==> src/rtl/pidaw_pkg.sv <==
// ----------------------------------------------------------------------------
// pidaw_pkg
// Shared widths, command codes and command/status types of the PID block.
// ----------------------------------------------------------------------------
`default_nettype none

package pidaw_pkg;

    localparam int DATA_W    = 32;
    localparam int FRAC_BITS = 16;
    localparam int DT_FRAC   = 24;
    localparam int INTEG_W   = 48;
    localparam int SUM_W     = INTEG_W + 2;
    localparam int MUL_W     = DATA_W + 2;
    localparam int PROD_W    = 2 * MUL_W;
    localparam int DIV_SHIFT = DT_FRAC - FRAC_BITS;
    localparam int DVD_W     = 2 * DATA_W + DIV_SHIFT;
    localparam int DIV_STEPS = DVD_W / 2;
    localparam int CNT_W     = $clog2(DIV_STEPS);
    localparam int CFG_AW    = 3;

    localparam logic [CFG_AW-1:0] CFG_KP    = 3'd0;
    localparam logic [CFG_AW-1:0] CFG_KI    = 3'd1;
    localparam logic [CFG_AW-1:0] CFG_KD    = 3'd2;
    localparam logic [CFG_AW-1:0] CFG_FLOOR = 3'd3;
    localparam logic [CFG_AW-1:0] CFG_CEIL  = 3'd4;

    localparam logic [1:0] CLAMP_NONE = 2'd0;
    localparam logic [1:0] CLAMP_HIGH = 2'd1;
    localparam logic [1:0] CLAMP_LOW  = 2'd2;

    typedef logic [3:0] t_op;

    localparam t_op OP_NONE   = 4'd0;
    localparam t_op OP_CLR    = 4'd1;
    localparam t_op OP_MKP    = 4'd2;
    localparam t_op OP_MKI    = 4'd3;
    localparam t_op OP_MLO    = 4'd4;
    localparam t_op OP_MHI    = 4'd5;
    localparam t_op OP_MKD    = 4'd6;
    localparam t_op OP_INT1   = 4'd7;
    localparam t_op OP_INT2   = 4'd8;
    localparam t_op OP_DIVI   = 4'd9;
    localparam t_op OP_DIV    = 4'd10;
    localparam t_op OP_DFIN   = 4'd11;
    localparam t_op OP_SUM    = 4'd12;
    localparam t_op OP_COMMIT = 4'd13;

    typedef struct packed {
        logic capture;
        t_op  op;
    } t_cmd;

    typedef struct packed {
        logic clear_req;
        logic d_enable;
    } t_status;

endpackage

`default_nettype wire

==> src/rtl/pidaw_controller.sv <==
// ----------------------------------------------------------------------------
// pidaw_controller
// Sequencer of the PID block: steps the datapath through one item and owns
// both stream handshakes.
// ----------------------------------------------------------------------------
`default_nettype none

module pidaw_controller import pidaw_pkg::*; (
    input  wire logic    i_clk,
    input  wire logic    i_rst_n,
    input  wire logic    i_s_tvalid,
    output logic         o_s_tready,
    output logic         o_m_tvalid,
    input  wire logic    i_m_tready,
    input  wire t_status i_status,
    output t_cmd         o_cmd
);

    localparam logic [3:0] S_IDLE = 4'd0;
    localparam logic [3:0] S_DEC  = 4'd1;
    localparam logic [3:0] S_CLR  = 4'd2;
    localparam logic [3:0] S_MKP  = 4'd3;
    localparam logic [3:0] S_MKI  = 4'd4;
    localparam logic [3:0] S_MLO  = 4'd5;
    localparam logic [3:0] S_MHI  = 4'd6;
    localparam logic [3:0] S_MKD  = 4'd7;
    localparam logic [3:0] S_INT1 = 4'd8;
    localparam logic [3:0] S_INT2 = 4'd9;
    localparam logic [3:0] S_DIVI = 4'd10;
    localparam logic [3:0] S_DIV  = 4'd11;
    localparam logic [3:0] S_DFIN = 4'd12;
    localparam logic [3:0] S_SUM  = 4'd13;
    localparam logic [3:0] S_OUT  = 4'd14;

    logic [3:0] r_state, n_state;
    logic [CNT_W-1:0] r_cnt, n_cnt;
    logic r_out_valid, n_out_valid;
    logic commit;

    assign o_s_tready = (r_state == S_IDLE);
    assign commit = (r_state == S_OUT) && (!r_out_valid || i_m_tready);

    always_comb begin
        n_state = r_state;
        n_cnt   = r_cnt;
        o_cmd.capture = 1'b0;
        o_cmd.op      = OP_NONE;
        unique case (r_state)
            S_IDLE: begin
                o_cmd.capture = i_s_tvalid;
                if (i_s_tvalid) n_state = S_DEC;
            end
            S_DEC:  n_state = i_status.clear_req ? S_CLR : S_MKP;
            S_CLR: begin
                o_cmd.op = OP_CLR;
                n_state  = S_IDLE;
            end
            S_MKP: begin
                o_cmd.op = OP_MKP;
                n_state  = S_MKI;
            end
            S_MKI: begin
                o_cmd.op = OP_MKI;
                n_state  = S_MLO;
            end
            S_MLO: begin
                o_cmd.op = OP_MLO;
                n_state  = S_MHI;
            end
            S_MHI: begin
                o_cmd.op = OP_MHI;
                n_state  = S_MKD;
            end
            S_MKD: begin
                o_cmd.op = OP_MKD;
                n_state  = S_INT1;
            end
            S_INT1: begin
                o_cmd.op = OP_INT1;
                n_state  = S_INT2;
            end
            S_INT2: begin
                o_cmd.op = OP_INT2;
                n_state  = S_DIVI;
            end
            S_DIVI: begin
                // zero quotient stands for a disabled derivative
                o_cmd.op = OP_DIVI;
                n_cnt    = CNT_W'(DIV_STEPS - 1);
                n_state  = i_status.d_enable ? S_DIV : S_DFIN;
            end
            S_DIV: begin
                o_cmd.op = OP_DIV;
                n_cnt    = r_cnt - 1'b1;
                if (r_cnt == '0) n_state = S_DFIN;
            end
            S_DFIN: begin
                o_cmd.op = OP_DFIN;
                n_state  = S_SUM;
            end
            S_SUM: begin
                o_cmd.op = OP_SUM;
                n_state  = S_OUT;
            end
            S_OUT: begin
                if (commit) begin
                    o_cmd.op = OP_COMMIT;
                    n_state  = S_IDLE;
                end
            end
            default: n_state = S_IDLE;
        endcase
    end

    always_comb begin
        n_out_valid = r_out_valid;
        if (commit)                  n_out_valid = 1'b1;
        else if (i_m_tready)         n_out_valid = 1'b0;
    end

    always_ff @(posedge i_clk) begin
        if (!i_rst_n) begin
            r_state     <= S_IDLE;
            r_cnt       <= '0;
            r_out_valid <= 1'b0;
        end else begin
            r_state     <= n_state;
            r_cnt       <= n_cnt;
            r_out_valid <= n_out_valid;
        end
    end

    assign o_m_tvalid = r_out_valid;

    a_rise_from_out: assert property (@(posedge i_clk) disable iff (!i_rst_n)
        $rose(r_out_valid) |-> $past(r_state == S_OUT))
        else $error("result appeared outside the output step");

    a_stall_holds: assert property (@(posedge i_clk) disable iff (!i_rst_n)
        (r_state == S_OUT && r_out_valid && !i_m_tready) |=> (r_state == S_OUT))
        else $error("result overwritten while stalled");

    a_div_count: assert property (@(posedge i_clk) disable iff (!i_rst_n)
        (r_state == S_DIV) |-> (r_cnt <= CNT_W'(DIV_STEPS - 1)))
        else $error("divider count out of range");

endmodule

`default_nettype wire

==> config.mk <==
export PLATFORM = sky130hd
export DESIGN_NAME = pidaw_controller
export DESIGN_NICKNAME = d
export VERILOG_FILES = /design/src/rtl/pidaw_pkg.sv /design/src/rtl/pidaw_controller.sv
export SDC_FILE = /design/constraint.sdc
export NUM_CORES = 1
export LEC_CHECK = 0
export ABC_AREA = 1
export CAP_MARGIN = 20
export CORE_UTILIZATION = 60
export DETAILED_ROUTE_END_ITERATION = 10
export DONT_BUFFER_PORTS = 1
export PLACE_DENSITY = 0.78
export RECOVER_POWER = 100
export REMOVE_ABC_BUFFERS = 1
export SETUP_SLACK_MARGIN = 0.5
export SLEW_MARGIN = 20
export SYNTH_ARGS = -nofsm -noshare
export SYNTH_HDL_FRONTEND = slang
export SYNTH_SLANG_ARGS = --single-unit
==> constraint.sdc <==
create_clock -name i_clk -period 1.6 [get_ports i_clk]
set_input_delay 0.24 -clock i_clk [delete_from_list [all_inputs] [get_ports i_clk]]
set_output_delay 0.24 -clock i_clk [all_outputs]
set_load 0.02 [all_outputs]
==> out/metrics.csv, run 1 <==
metric;value;unit
layout cells sized above 1;0.411;
syn avg cell area;6.07;um^2
M3 GR Usage;0.110;
vias in the first global route;773;
Clock Skews;5.17;ps
Cells after Synth;130;
Max clock buf depth;2;
busiest grt layer;met2;
total grt overflow;0;
Starting Density;0.674;
unrepaired setup endpoints after global routing;true;
crit path time final;1590;ps
Routed Antenna Nets;0;
final instance area;0.00105;mm^2
die width;38.3;um
met2 Resource Use GR;0.585;
placed inst area;796;um^2
# IOs;13;
Comb power frac;0.274;
Yosys cell types;19;
total negative slack;0;ps
Worst Tran Pin Value;468;ps
WL/cell;16.2;um
DRC Markers;0;
CTS tree;yes;
sequential power share;0.432;
worst endpoint required time;1360;ps
YS warnings;0;
Period Utilization, post-route;0.991;
Crit Path Max Fanout;7;
worst hold margin;63.8;ps
dpl hpwl;1350;um
max cap viols;0;
All-Layer GR Usage;0.355;
clock power share;0.294;
Pwr Total;0.686;mW
leading cell type in the layout, fill and taps excluded;nand2_1;
via count;987;
Hold Fails Final Rpt;0;
status;complete, no violations;
sequential area share after synthesis;0.279;
CTS Buf Count;3;
initial antenna violation count;0;
Fmax;630;MHz
startpoint types;flop;
worst skew pair latency;290;ps
largest net degree at the start of global routing;8;
Die ar.;0.00146;mm^2
flops & latches, synth;11;
Final Setup Violations;0;
Final Worst Setup Slack;13.8;ps
Placed Instances;143;
Slew Limit Fails;0;
Net Sw Frac;0.357;
Hold/Removal Path Class;in2reg;
core area;0.00117;mm^2
most frequent cells in the layout;nand2_1, inv_1, buf_4;
drt pass-1 iters;4;
htree depth;1;
Power Density;654;mW/mm^2
Layout area overhead;32.8;%
Diodes inserted;0;
DR iter-0 viols;60;
final WL;2600;um
Slew headroom;0.687;
Worst setup EP type;primary output;
Max VDD drop;0.610;mV
sw power;0.245;mW
cell area after synthesis;790;um^2
Worst Path Class, Setup;reg2out;
Static Leak;0.506;nW
# rows;12;
Place WS;139;ps
Post-layout nets;155;
Sink Count;11;
Final Util;0.895;
die height;38.3;um
Root Driver;clkbuf_4;
port bufs;0;
Int Pwr;0.441;mW
arrival time worst endpoint;1350;ps
global-route wire length before repair;3470;um
Clk pin slew, worst setup/hold paths;80;ps
gpl congestion;0.891;
non-filler cells, final;160;
Vias per Instance;6.17;
met1 Use GR;0.438;
[flip-flops by register name (all words and copies together) (netlist names)]
name	flops
o_m_tvalid	1
r_state	4
r_cnt	6
[power groups by stage]
stage                     clock network (mW)  registers [mW]  logic, mW
after floorplan                            0           0.298     0.0882
after global placement                     0           0.300      0.101
after detailed placement                   0           0.300      0.103
after CTS                              0.197           0.293      0.164
after global routing                   0.210           0.296      0.195
final                                  0.202           0.296      0.188
[path summary, 6_finish.rpt]
kind	from	to	slack (ps)	depth (start not counted)
worst max-delay path	r_state[1]$_SDFFE_PN0P_	o_cmd[2]	10	4
worst max register to register	r_state[0]$_SDFFE_PN0P_	r_state[3]$_SDFFE_PN0P_	230	10
worst min-delay path	i_rst_n	r_cnt[5]$_SDFFE_PN0P_	60	2
worst min register to register	r_cnt[0]$_SDFFE_PN0P_	r_cnt[0]$_SDFFE_PN0P_	480	1
[worst max-delay path, cell delays in order (launching register included)]
cell	delay (ps)
dfxtp_4	430
nor2_4	80
buf_4	140
a21oi_4	140
nand4_1	270
[synth_stat cells (all sizes together)]
| cell type | n | area share |
|---|---|---|
| a21oi | 13 | 0.082 |
| buf | 2 | 0.024 |
| clkinv | 2 | 0.0095 |
| dfxtp | 11 | 0.28 |
| ha | 2 | 0.032 |
| inv | 25 | 0.12 |
| nand2 | 32 | 0.17 |
| nand3 | 8 | 0.051 |
| nand4 | 4 | 0.032 |
| nor2 | 23 | 0.14 |
| o211ai | 2 | 0.019 |
| o21ai | 6 | 0.038 |
[kinds of logic after synthesis]
| group | count (synthesis) | synth area share |
|---|---|---|
| buf+inv | 29 | 0.152 |
| fa+ha+maj | 2 | 0.0317 |
| compound gates | 21 | 0.139 |
| simple gates | 67 | 0.398 |
| flops | 11 | 0.279 |
[per-layer routing]
layer / vias up / wire length, um
met1: 452 / 948
met5: - / 0
met3: 21 / 315
li1: 440 / -
met2: 74 / 1210
met4: 0 / 119
[cell type report]
cell class              count  area [um^2]
clock inverters             1         5.00
well taps                  14         17.5
multi-input cells          90          557
inverters                  27          109
fillers                    60          123
flip-flops and latches     11          236
repair buffers             14          101
clock buffers               3         22.5
[what timing repair did]
action                                  4_1_cts  5_1_grt
endpoints found under the setup margin       17       17
gates resized for setup                      33       11
pin swaps                                    11       10
hold endpoints to repair                      0        0
hold buffers                                  0        0
buffers inserted                             12        1
Note: power is estimated with default switching activity, not from simulation.
==> run 2: changes to the inputs <==
==> constraint.sdc (replaced) <==
create_clock -name i_clk -period 1.9 [get_ports i_clk]
set_input_delay 0.285 -clock i_clk [delete_from_list [all_inputs] [get_ports i_clk]]
set_output_delay 0.285 -clock i_clk [all_outputs]
set_load 0.02 [all_outputs]
==> run 2 against run 1 <==
Compared with the run above: non-clock buffer count increased by 2; hold slack gained 51 ps; total power down 20%; sequential power down 16%; via count shrank 4.8%; critical endpoint is now o_cmd[0]; highest routed layer unchanged; cell area decreased by 2.9%; utilization decreased by 2.6 points; first-iteration DRC count unchanged.
==> out/metrics.csv, run 2 (same netlist as run 1, synthesis figures left out) <==
metric;value;unit
status;complete, no violations;
Placed Instances;142;
placed inst area;788;um^2
Max clock buf depth;2;
initial antenna violation count;0;
Routed Antenna Nets;0;
Hold/Removal Path Class;in2reg;
sw power;0.190;mW
Root Driver;clkbuf_4;
most frequent cells in the layout;nand2_1, inv_1, nor2_1;
Crit Path Max Fanout;3;
Worst Hold Launch;i_rst_n;
Diodes inserted;0;
Worst Tran Pin Value;468;ps
non-filler cells, final;162;
global-route wire length before repair;3350;um
worst skew pair latency;280;ps
Static Leak;0.497;nW
core area;0.00117;mm^2
Top reg by flops;r_cnt;
WL/cell;15.7;um
startpoint types;flop;
via count;940;
gpl congestion;0.915;
Starting Density;0.674;
# rows;12;
Period Utilization, post-route;0.914;
DRC Markers;0;
Net Sw Frac;0.347;
max cap viols;0;
Largest register FFs;6;
Worst setup EP type;primary output;
CTS tree;yes;
Slew Limit Fails;0;
total negative slack;0;ps
worst endpoint required time;1620;ps
Layout area overhead;29.0;%
Int Pwr;0.357;mW
die width;38.3;um
Slew headroom;0.687;
unrepaired setup endpoints after global routing;true;
clock power share;0.307;
DR iter-0 viols;60;
sequential power share;0.457;
Min-Delay Endpoint;r_cnt[5]$_SDFFE_PN0P_;
largest net degree at the start of global routing;9;
Worst Path Class, Setup;reg2out;
Place WS;403;ps
Clk pin slew, worst setup/hold paths;80;ps
Final Setup Violations;0;
layout cells sized above 1;0.331;
Comb power frac;0.236;
R2R depth;10;
htree depth;1;
Hold-fix buffers, CTS;0;
Final Util;0.870;
die height;38.3;um
Vias per Instance;5.80;
CTS Buf Count;3;
vias in the first global route;762;
Power Density;537;mW/mm^2
port bufs;0;
startpoint of the worst register-to-register path;o_m_tvalid$_SDFFE_PN0P_;
Pwr Total;0.547;mW
Hold Fails Final Rpt;0;
All-Layer GR Usage;0.342;
Critical R2R Capture;o_m_tvalid$_SDFFE_PN0P_;
# IOs;13;
Final Worst Setup Slack;164;ps
total grt overflow;0;
Clock Skews;4.48;ps
dpl hpwl;1300;um
Max VDD drop;0.440;mV
worst hold margin;115;ps
Fmax;576;MHz
final WL;2540;um
arrival time worst endpoint;1450;ps
Post-layout nets;157;
drt pass-1 iters;5;
leading cell type in the layout, fill and taps excluded;nand2_1;
r2r setup slk;320;ps
Sink Count;11;
final instance area;0.00102;mm^2
crit path time final;1740;ps
hold depth;2;
Die ar.;0.00146;mm^2
## run 2: cell types whose count changed in the layout (fill, tap and decap cells not counted), sizes merged
cell | before | now
buf | 13 | 14
clkbuf | 4 | 5
## run 2: routing by layer
layer	wire length [um]	GRT usage
met3	266	0.0988
met5	0	0
met2	1240	0.581
met4	57	0.107
met1	981	0.409
## run 2: power by group through the flow
stage          Sequential (mW)  Combinational [mW]  Clock (mW)
2_1_floorplan            0.251              0.0743           0
3_3_place_gp             0.252              0.0862           0
3_5_place_dp             0.252              0.0866           0
4_1_cts                  0.248               0.108       0.163
5_1_grt                  0.251               0.136       0.176
6_report                 0.250               0.129       0.168
## run 2: final cells by class
cell class                      count  area, um^2
Clock buffer                        3        22.5
Clock inverter                      1        5.00
Fill cell                          60         153
Inverter                           27         106
Multi-Input combinational cell     90         497
Sequential cell                    11         235
Tap cell                           14        17.5
Timing Repair Buffer               16         135
## run 2: repair_timing
item | in CTS | in global routing
gates cloned | 0 | 0
buffers inserted | 11 | 5
resized for setup | 23 | 13
endpoints found under the setup margin | 6 | 7
pin swaps | 5 | 8
## run 2: worst max path at each step
| stage | end | slack (ps) | depth (start not counted) | startpoint |
|---|---|---|---|---|
| final | o_cmd[0] | 160 | 7 | o_m_tvalid$_SDFFE_PN0P_ |
| after global routing | o_cmd[0] | 110 | 7 | o_m_tvalid$_SDFFE_PN0P_ |
| after CTS | o_cmd[0] | 310 | 5 | r_state[2]$_SDFFE_PN0P_ |
| after detailed placement | o_cmd[3] | 400 | 6 | r_state[1]$_SDFFE_PN0P_ |
| after global placement | o_cmd[0] | 430 | 7 | o_m_tvalid$_SDFFE_PN0P_ |
| after floorplan | o_cmd[3] | 510 | 6 | r_state[1]$_SDFFE_PN0P_ |
## run 2: worst max-delay path, cell delays in order, from the launching register on
cell,delay (ps)
dfxtp_1,440
inv_1,110
nor2_4,110
inv_2,60
nand2_2,100
nand2_1,60
inv_1,70
nand4_1,220
==> run 3: changes to the inputs <==
==> constraint.sdc (replaced) <==
create_clock -name i_clk -period 2.1 [get_ports i_clk]
set_input_delay 0.315 -clock i_clk [delete_from_list [all_inputs] [get_ports i_clk]]
set_output_delay 0.315 -clock i_clk [all_outputs]
set_load 0.02 [all_outputs]
==> run 3 against run 2 <==
Compared with the run above: final cell count decreased by 2.5%; clock-buffer cell count stayed put; total power fell by 16%; sequential power fell by 9.6%; worst setup slack better by 130 ps; cell area shrank 8.1%; sequential share of layout area increased by 1.6 points; global-route usage fell by 4.4 points.
==> out/metrics.csv, run 3 (same netlist as run 1, synthesis figures left out) <==
metric;value;unit
Die ar.;0.00146;mm^2
die width;38.3;um
max cap viols;0;
Final Worst Setup Slack;292;ps
Final Setup Violations;0;
Stages on worst setup path;6;
Critical R2R Capture;o_m_tvalid$_SDFFE_PN0P_;
Worst Hold Launch;i_rst_n;
r2r setup slk;400;ps
Largest register FFs;6;
Worst setup EP type;primary output;
Worst Path Class, Setup;reg2out;
Max clock buf depth;2;
total grt overflow;0;
gpl congestion;0.915;
Diodes inserted;0;
Static Leak;0.471;nW
startpoint types;flop;
Int Pwr;0.311;mW
M3 GR Usage;0.0756;
Critical Path, Cell by Cell;nand2_1, nor2_4, nand2_2, nand2_1, inv_2, o211ai_1;
startpoint of the worst register-to-register path;o_m_tvalid$_SDFFE_PN0P_;
Crit. Startpoint;r_state[2]$_SDFFE_PN0P_;
Period Utilization, post-route;0.861;
R2R depth;10;
sw power;0.151;mW
Starting Density;0.674;
initial antenna violation count;0;
CTS Buf Count;3;
met1 Use GR;0.362;
unrepaired setup endpoints after global routing;true;
Fmax;553;MHz
total negative slack;0;ps
layout cells sized above 1;0.271;
Routed Antenna Nets;0;
largest net degree at the start of global routing;9;
worst skew pair latency;270;ps
delay-heaviest family, CP;simple AND/OR/NAND/NOR gates;
most frequent cells in the layout;nand2_1, nor2_1, inv_1;
Power Density;494;mW/mm^2
crit path time final;1810;ps
most frequent cell on the critical path;nand2_1;
Place WS;580;ps
die height;38.3;um
Sink Count;11;
vias in the first global route;731;
Top reg by flops;r_cnt;
Net Sw Frac;0.326;
Final Util;0.799;
Vias per Instance;5.71;
Clock Skews;0.713;ps
# rows;12;
CP max stage cell;dfxtp_1;
Slew Limit Fails;0;
WL/cell;13.1;um
drt pass-1 iters;5;
worst endpoint required time;1780;ps
global-route wire length before repair;2930;um
worst stage delay on the critical path;490;ps
worst setup path end;o_cmd[3];
Worst Path Buf+Inv;1;
sequential power share;0.490;
final WL;2070;um
DRC Markers;0;
htree depth;1;
Slew headroom;0.692;
Post-layout nets;153;
port bufs;0;
# IOs;13;
Clk pin slew, worst setup/hold paths;70;ps
Crit Path Max Fanout;8;
met2 Resource Use GR;0.487;
CTS tree;yes;
Hold-fix buffers, CTS;0;
Comb power frac;0.194;
via count;902;
core area;0.00117;mm^2
clock power share;0.316;
Hold Fails Final Rpt;0;
Hold/Removal Path Class;in2reg;
busiest grt layer;met2;
Root Driver;clkbuf_4;
Max VDD drop;0.387;mV
status;complete, no violations;
arrival time worst endpoint;1490;ps
All-Layer GR Usage;0.298;
Layout area overhead;18.5;%
DR iter-0 viols;73;
leading cell type in the layout, fill and taps excluded;nand2_1;
Worst Tran Pin Value;460;ps
dpl hpwl;1340;um
-- run 3: worst min path at each step --
| stage | endpoint | slack (ps) | depth (start not counted) |
|---|---|---|---|
| detailed placement | r_cnt[0]$_SDFFE_PN0P_ | 440 | 1 |
| finish | r_cnt[5]$_SDFFE_PN0P_ | 160 | 2 |
| CTS | r_cnt[5]$_SDFFE_PN0P_ | 150 | 2 |
| global placement | r_cnt[0]$_SDFFE_PN0P_ | 430 | 1 |
| global route | r_cnt[5]$_SDFFE_PN0P_ | 150 | 2 |
| floorplan | r_cnt[0]$_SDFFE_PN0P_ | 420 | 1 |
-- run 3: power by group through the flow --
stage / clock network, mW / registers, mW / logic, mW
global placement: 0 / 0.228 / 0.0780
CTS: 0.149 / 0.225 / 0.0830
global route: 0.157 / 0.227 / 0.0959
detailed placement: 0 / 0.228 / 0.0791
floorplan: 0 / 0.227 / 0.0672
finish: 0.146 / 0.226 / 0.0899
-- run 3: stage by stage --
step	area, um^2	total power [mW]	hold WS (ps)	cells
global placement	788	0.306	435	142
floorplan	771	0.294	422	128
finish	936	0.462	156	158
global route	936	0.480	148	158
CTS	918	0.457	152	154
detailed placement	788	0.307	437	142
-- run 3: cell type report --
class                      count  area (um^2)
sequential                    11          231
tap                           14         17.5
inverter                      27          104
multi-input combinational     90          465
timing repair buffer          12         90.1
clock buffer                   3         22.5
fill                          81          235
clock inverter                 1         5.00
-- run 3: timing repair --
| item | in CTS | in global routing |
|---|---|---|
| setup buffers | 8 | 4 |
| endpoints found under the hold margin | 0 | 0 |
| setup endpoints to repair | 6 | 6 |
| pin swaps | 4 | 7 |
| gates resized for setup | 18 | 8 |
| cloned | 0 | 0 |
-- run 3: metal layers --
layer	routed length (um)	up-vias
li1	-	434
met1	860	390
met2	916	67
met3	227	11
met4	63	0
met5	0	-
